File: config.mk
export PLATFORM = sky130hd
export DESIGN_NAME = hsv2rgb_lane
export DESIGN_NICKNAME = d
export VERILOG_FILES = /design/src/rtl/core/hsv2rgb_pkg.sv /design/src/rtl/core/hsv2rgb_lane.sv
export SDC_FILE = /design/constraint.sdc
export NUM_CORES = 1
export LEC_CHECK = 0
export BUFFER_PORTS_ARGS = -buffer_cell sky130_fd_sc_hd__clkbuf_2
export CAP_MARGIN = 10
export CORE_AREA = 10 10 217 219
export CTS_CLUSTER_SIZE = 30
export DETAILED_ROUTE_END_ITERATION = 10
export DIE_AREA = 0 0 227 229
export PLACE_DENSITY = 0.66
export SLEW_MARGIN = 30
export SYNTH_ARGS = -nofsm -noshare
export SYNTH_HDL_FRONTEND = slang
export SYNTH_SLANG_ARGS = --single-unit
File: constraint.sdc
create_clock -name clock -period 6.6 [get_ports clock]
set_input_delay 0.66 -clock clock [delete_from_list [all_inputs] [get_ports clock]]
set_output_delay 0.66 -clock clock [all_outputs]
set_load 0.01 [all_outputs]
File: src/rtl/core/hsv2rgb_pkg.sv
// Shared widths, constants and the hue sector type of the HSV to RGB duty converter.
package hsv2rgb_pkg;

   localparam int HUE_W  = 9;
   localparam int PCT_W  = 7;
   localparam int CHAN_W = 8;

   localparam int DUTY_FULL_DEFAULT = 255;

   localparam int PCT_MAX     = 100;
   localparam int SECTOR_DEG  = 60;
   localparam int SECTOR_NUM  = 6;
   localparam int FRAC_SCALE  = PCT_MAX * SECTOR_DEG;
   localparam int HUE_STEPS   = ((1 << HUE_W) - 1) / SECTOR_DEG;
   localparam int STEP_W      = $clog2(HUE_STEPS + 1);
   localparam int REM_W       = $clog2(SECTOR_DEG);

   // Every channel is x * v * DUTY_FULL / DIV_CONST with x at most FRAC_SCALE.
   localparam int X_W        = $clog2(FRAC_SCALE + 1);
   localparam int M_W        = X_W + PCT_W;
   localparam longint unsigned DIV_CONST = 64'(FRAC_SCALE) * 64'(PCT_MAX);
   localparam int CHAN_MAX   = (1 << CHAN_W) - 1;

   // Dividends below SAT_LIMIT give a quotient that fits a channel.
   localparam longint unsigned SAT_LIMIT = 64'(CHAN_MAX + 1) * DIV_CONST;
   localparam int Q_W        = $clog2(SAT_LIMIT);
   localparam int DIV_LOG    = $clog2(DIV_CONST);
   localparam int RECIP_SHIFT = Q_W + DIV_LOG;
   localparam longint unsigned RECIP_MULT =
      ((64'd1 << RECIP_SHIFT) + DIV_CONST - 64'd1) / DIV_CONST;
   localparam int RECIP_W    = $clog2(RECIP_MULT + 1);

   typedef enum logic [2:0] {
      SEC_RED     = 3'd0,
      SEC_YELLOW  = 3'd1,
      SEC_GREEN   = 3'd2,
      SEC_CYAN    = 3'd3,
      SEC_BLUE    = 3'd4,
      SEC_MAGENTA = 3'd5
   } sector_type;

endpackage

File: src/rtl/core/hsv2rgb_lane.sv
// Four-stage scaling lane: duty = min(floor(x * v * DUTY_FULL / DIV_CONST), CHAN_MAX).
module hsv2rgb_lane
   import hsv2rgb_pkg::*;
#(
   parameter int DUTY_FULL = DUTY_FULL_DEFAULT
) (
   input  logic              clock,
   input  logic              enable,
   input  logic [X_W-1:0]    x,
   input  logic [PCT_W-1:0]  v,
   output logic [CHAN_W-1:0] duty
);
   localparam int DUTY_W = $clog2(DUTY_FULL + 1);
   localparam int N_W    = (M_W + DUTY_W > Q_W) ? M_W + DUTY_W : Q_W;
   localparam int P_W    = Q_W + RECIP_W;
   localparam logic [N_W-1:0]     DUTY_N  = N_W'(DUTY_FULL);
   localparam logic [N_W-1:0]     SAT_N   = N_W'(SAT_LIMIT);
   localparam logic [RECIP_W-1:0] RECIP_C = RECIP_W'(RECIP_MULT);

   logic [M_W-1:0]    m_ff, m_in;
   logic [N_W-1:0]    n_ff, n_in;
   logic              sat_ff, sat_in;
   logic [P_W-1:0]    prod_ff, prod_in;
   logic [CHAN_W-1:0] duty_ff, duty_in;

   assign m_in    = M_W'(x) * M_W'(v);
   assign n_in    = N_W'(m_ff) * DUTY_N;
   assign sat_in  = (n_ff >= SAT_N);
   // Reciprocal multiply; exact for every dividend below the saturation limit.
   assign prod_in = P_W'(n_ff[Q_W-1:0]) * P_W'(RECIP_C);
   assign duty_in = sat_ff ? CHAN_W'(CHAN_MAX) : prod_ff[RECIP_SHIFT +: CHAN_W];

   always_ff @(posedge clock) begin
      if (enable) begin
         m_ff    <= m_in;
         n_ff    <= n_in;
         sat_ff  <= sat_in;
         prod_ff <= prod_in;
         duty_ff <= duty_in;
      end
   end

   assign duty = duty_ff;
endmodule

# Word level (Yosys, flattened, before mapping)
# Index checks and enable logic that the tools add are counted.
[word_totals]
ff_bits = 112
inputBits = 22
output_inout_bits = 8
word_cells = 9
[op_classes]
mul = 3
order_cmp = 1
[op_table]
columns = ["cell", "count"]
rows = [
  ["28-bit by 28-bit multiplier with 55-bit output, second input constant", 1],
  ["28-bit greater-or-equal comparator, second input constant", 1],
  ["20-bit by 8-bit multiplier with 28-bit output, second input constant", 1],
  ["13-bit by 7-bit multiplier with 20-bit output", 1],
]

# Depth between registers and ports, before layout
[depth]
depth_word = 1
ltp_mapped = 24
depth_no_buf = 23

# Least setup slack after synthesis
# No wires, ideal clock.
[synth_timing]
path_kind = "register to register"
start = "register n_ff[7]"
end = "register prod_ff[54] (data pin)"
setup_time_ns = 0.258
arrival_time_ns = 6.147
required_ns = 6.342
slack_ns = 0.195
path_stages_with_launch = 23
path_buffers = 1
synth_period_minus_slack_ns = 6.405
path_cell_list = "edfxtp_1 inv_1 fa_1 clkbuf_1 xnor2_1 ha_1 o21bai_1 fa_1 fa_1 fa_1 fa_1 inv_1 fa_1 inv_1 ha_1 nand4_1 nor4_1 nand3_1 a2111oi_4 o21ai_2 o41ai_2 a21oi_1 xnor2_1"
[synth_via]
elab_chain_cells = 1
[synth_rtl]
columns = ["item", "line_no", "source"]
rows = [
  ["start, declared", "hsv2rgb_lane.sv:21", "logic [N_W-1:0] n_ff, n_in;"],
  ["start signal, assigned", "hsv2rgb_lane.sv:36", "n_ff <= n_in;"],
  ["28-bit by 28-bit multiplier with 55-bit output", "hsv2rgb_lane.sv:30", "assign prod_in = P_W'(n_ff[Q_W-1:0]) * P_W'(RECIP_C);"],
  ["net prod_in[54]", "hsv2rgb_lane.sv:23", "logic [P_W-1:0] prod_ff, prod_in;"],
  ["end signal, assigned", "hsv2rgb_lane.sv:38", "prod_ff <= prod_in;"],
  ["end, declared", "hsv2rgb_lane.sv:23", ""],
]
# The timed path passes the listed nets, and every way through them passes these cells.
# A chain may end at the register's enable or synchronous reset.

# Final worst setup path
[layout_timing]
start = "register n_ff[11]"
end = "register prod_ff[55] (data pin)"
# The elaborated chain is that of the path after synthesis.

==> reports/results.ini <==
[yosys]
synth_ff_type = edfxtp_1
seq_area_frac_synth = 0.0923
syn_inst = 2101
synth_enable_flop_cells = 65
syn_area_um2 = 21100
async_flop_share = 0
synth_seq_cells = 65
yosys_warnings = 0
yosys.cell_types.count = 57
synth_fp_nets = 2918
avgSynthCellArea_um2 = 10.1

[timing]
hold_viol = 0
slew_headroom = 0.418
rsz0062_at_grt = yes
tightest_slew_ns = 0.873
min_period_ns = 6.49
fin_skew_ns = 0.00781
setup-violations-final = 0
max_freq_mhz = 154
fin_crit_sh = 0.984
finalMaxSlewViolations = 0

[die]
initial_utilization = 0.495
rows = 76
die_w_um = 227
core_area_um2 = 42700
pin_count = 30
fp.dieArea_um2 = 52000
die_y_um = 229

[global_route]
grt_use_met1 = 0.271
gr-usage-met3 = 0.0258
grt_busiest_layer = met2
grt-ovfl-total = 0
use_met2 = 0.322
grt_usage = 0.194
grt_pass1_wl_um = 78700
antenna_found_initial = 0
grt_pass1_vias = 14900
grt_max_degree = 66

[job]
cap_viol_max_count = 0

[route]
vias = 14400
drc = 0
firstDrtPassIters = 5
routed_wl_um = 49300
wl_per_cell_um = 17.5
antenna_left = 0
via_per_inst = 5.11
first_iter_violations = 766

[placed_design]
portBuffers = 29
place_congestion = 0.972
dp_hpwl_um = 44900

[cts]
htree_levels = 3
clkLatencyLatePin_ns = 0.35
clockBufferDepth = 2
clock_sinks = 65
numCtsBuffers = 9
clkTransAtPathRegs_ns = 0.05
cts_tree = done
cts_root_buf = clkbuf_16

[cells_and_area]
area_delta_synth_final_pct = 11.3
diodes = 0
utilization = 0.551
drive_above_1_share = 0.114
nFillCells = 3831
fin_nets = 3083

[critical_path]
required_ns = 6.69
crit_buf_inv = 7
crit_slowest_cell = fa_1
cp_max_fo = 4
worstSetupStartpointType = flip-flop
cpPeakStageDelay_ns = 0.53
critical_path.top_delay_family = adder cells
crit_top_cell = fa_1
worstPathCellList = inv_2 > buf_6 > fa_2 > buf_4 > fa_1 > inv_1 > fa_1 > fa_1 > fa_2 > fa_1 > inv_1 > fa_1 > inv_1 > ha_4 > nand4_1 > nor4_2 > nand3_1 > a2111oi_4 > o21ai_2 > buf_6 > o21ai_4 > a31oi_2 > xnor2_1
crit_type = flip-flop to flip-flop
crit_path_end_kind = flip-flop
critPathArrivalTime_ns = 6.59

[hold_path]
hold_class = flip-flop to flip-flop

[status]
status = finished clean

==> metal layers <==
layer	up-vias	share of wire
met1	7368	0.45
met2	267	0.49
met4	0	0.0095
met5	-	0
li1	6720	-
met3	28	0.051
==> state kept, by name, summed over array words and instances, names as in the netlist <==
name,count
duty,8
m_ff,20
prod_ff,8
sat_ff,1
n_ff,28
==> area by class of cell <==
type                    instances  area (um^2)  share of cell area
clock buffers                   9          225             0.00957
well taps                     546          683              0.0290
flip-flops and latches         65         1950              0.0829
repair buffers                169         1220              0.0519
inverters                     698         2630               0.112
multi-input cells            1323        16800               0.713
clock inverters                 5         48.8             0.00207
==> placed cells by master (no fill, tap or decap), types with 15 or more instances in the layout <==
cell	synthesis	layout
inv_1	698	678
fa_1	440	425
ha_1	355	342
buf_4	0	133
nand2_1	92	92
edfxtp_1	65	65
xnor2_1	49	49
a21oi_1	47	45
a21o_1	39	39
nor2_1	38	38
o21ai_0	35	34
and2_1	29	29
clkbuf_2	0	28
xor2_1	25	23
nor3_1	21	21
a211oi_1	17	17
inv_2	0	16
nand4_1	16	16
o21bai_1	15	15
fa_2	0	15
==> worst paths after layout <==
kind | startpoint | slack (ns) | cells after the start | to
min | prod_ff[50] | 0.50 | 1 | duty[2]
max reg2reg | n_ff[11] | 0.11 | 23 | prod_ff[55]
max | n_ff[11] | 0.11 | 23 | prod_ff[55]
min reg2reg | prod_ff[50] | 0.50 | 1 | duty[2]
==> Yosys cell counts (all sizes together), types with 2 or more instances <==
cell type,number,area share
fa,440,0.42
clkbuf,15,0.0027
o22ai,4,0.0015
a2111oi,4,0.0028
xor2,25,0.010
nand2b,6,0.0018
xnor2,49,0.020
or4,2,0.00071
o21bai,15,0.0053
o21ai,39,0.0094
nor4b,2,0.0011
a31oi,3,0.00089
a21o,39,0.014
ha,355,0.21
nand2,92,0.016
and3,2,0.00059
nor2,38,0.0067
edfxtp,65,0.092
nor3,21,0.0050
nand4,16,0.0047
or2,10,0.0030
o41ai,2,0.0012
inv,698,0.12
a211o,2,0.00083
a21boi,3,0.0011
or3,2,0.00059
nor4,5,0.0015
o211a,2,0.00095
nand3,14,0.0033
a31o,3,0.0012
o21a,11,0.0039
o2111ai,2,0.00083
a211oi,17,0.0060
a21oi,48,0.012
and2,29,0.0086
o211ai,4,0.0014
nor2b,5,0.0015
==> kinds of logic after synthesis <==
family                   Yosys count  share of synthesized area
AND/OR/NAND/NOR                  246                     0.0561
buffers and inverters            713                      0.127
adder cells (fa/ha/maj)          795                      0.627
XOR/XNOR                          74                     0.0306
flip-flops                        65                     0.0923
AO/OA/AOI/OAI                    208                     0.0679
==> metrics by stage <==
stage | setup WS [ns] | hold WS (ns) | area (um^2) | setup TNS [ns] | std cells
final | 0.106 | 0.498 | 23500 | 0 | 2815
after global routing | -0.166 | 0.510 | 23500 | -0.818 | 2815
after CTS | 0.0210 | 0.501 | 23100 | 0 | 2793
after detailed placement | -0.101 | 0.491 | 22800 | -0.408 | 2776
after global placement | 0.0864 | 0.481 | 22800 | 0 | 2776
after floorplan | 0.195 | 0.479 | 21100 | 0 | 2101
==> timing repair <==
action / in CTS / in global routing
setup buffers: 3 / 22
endpoints found under the setup margin: 6 / 8
resized for setup: 6 / 67
pin swaps: 2 / 44
hold buffers: 0 / 0
Power is not shown: default switching activity piles up to over one toggle a cycle in this logic, so the estimate is an artifact.
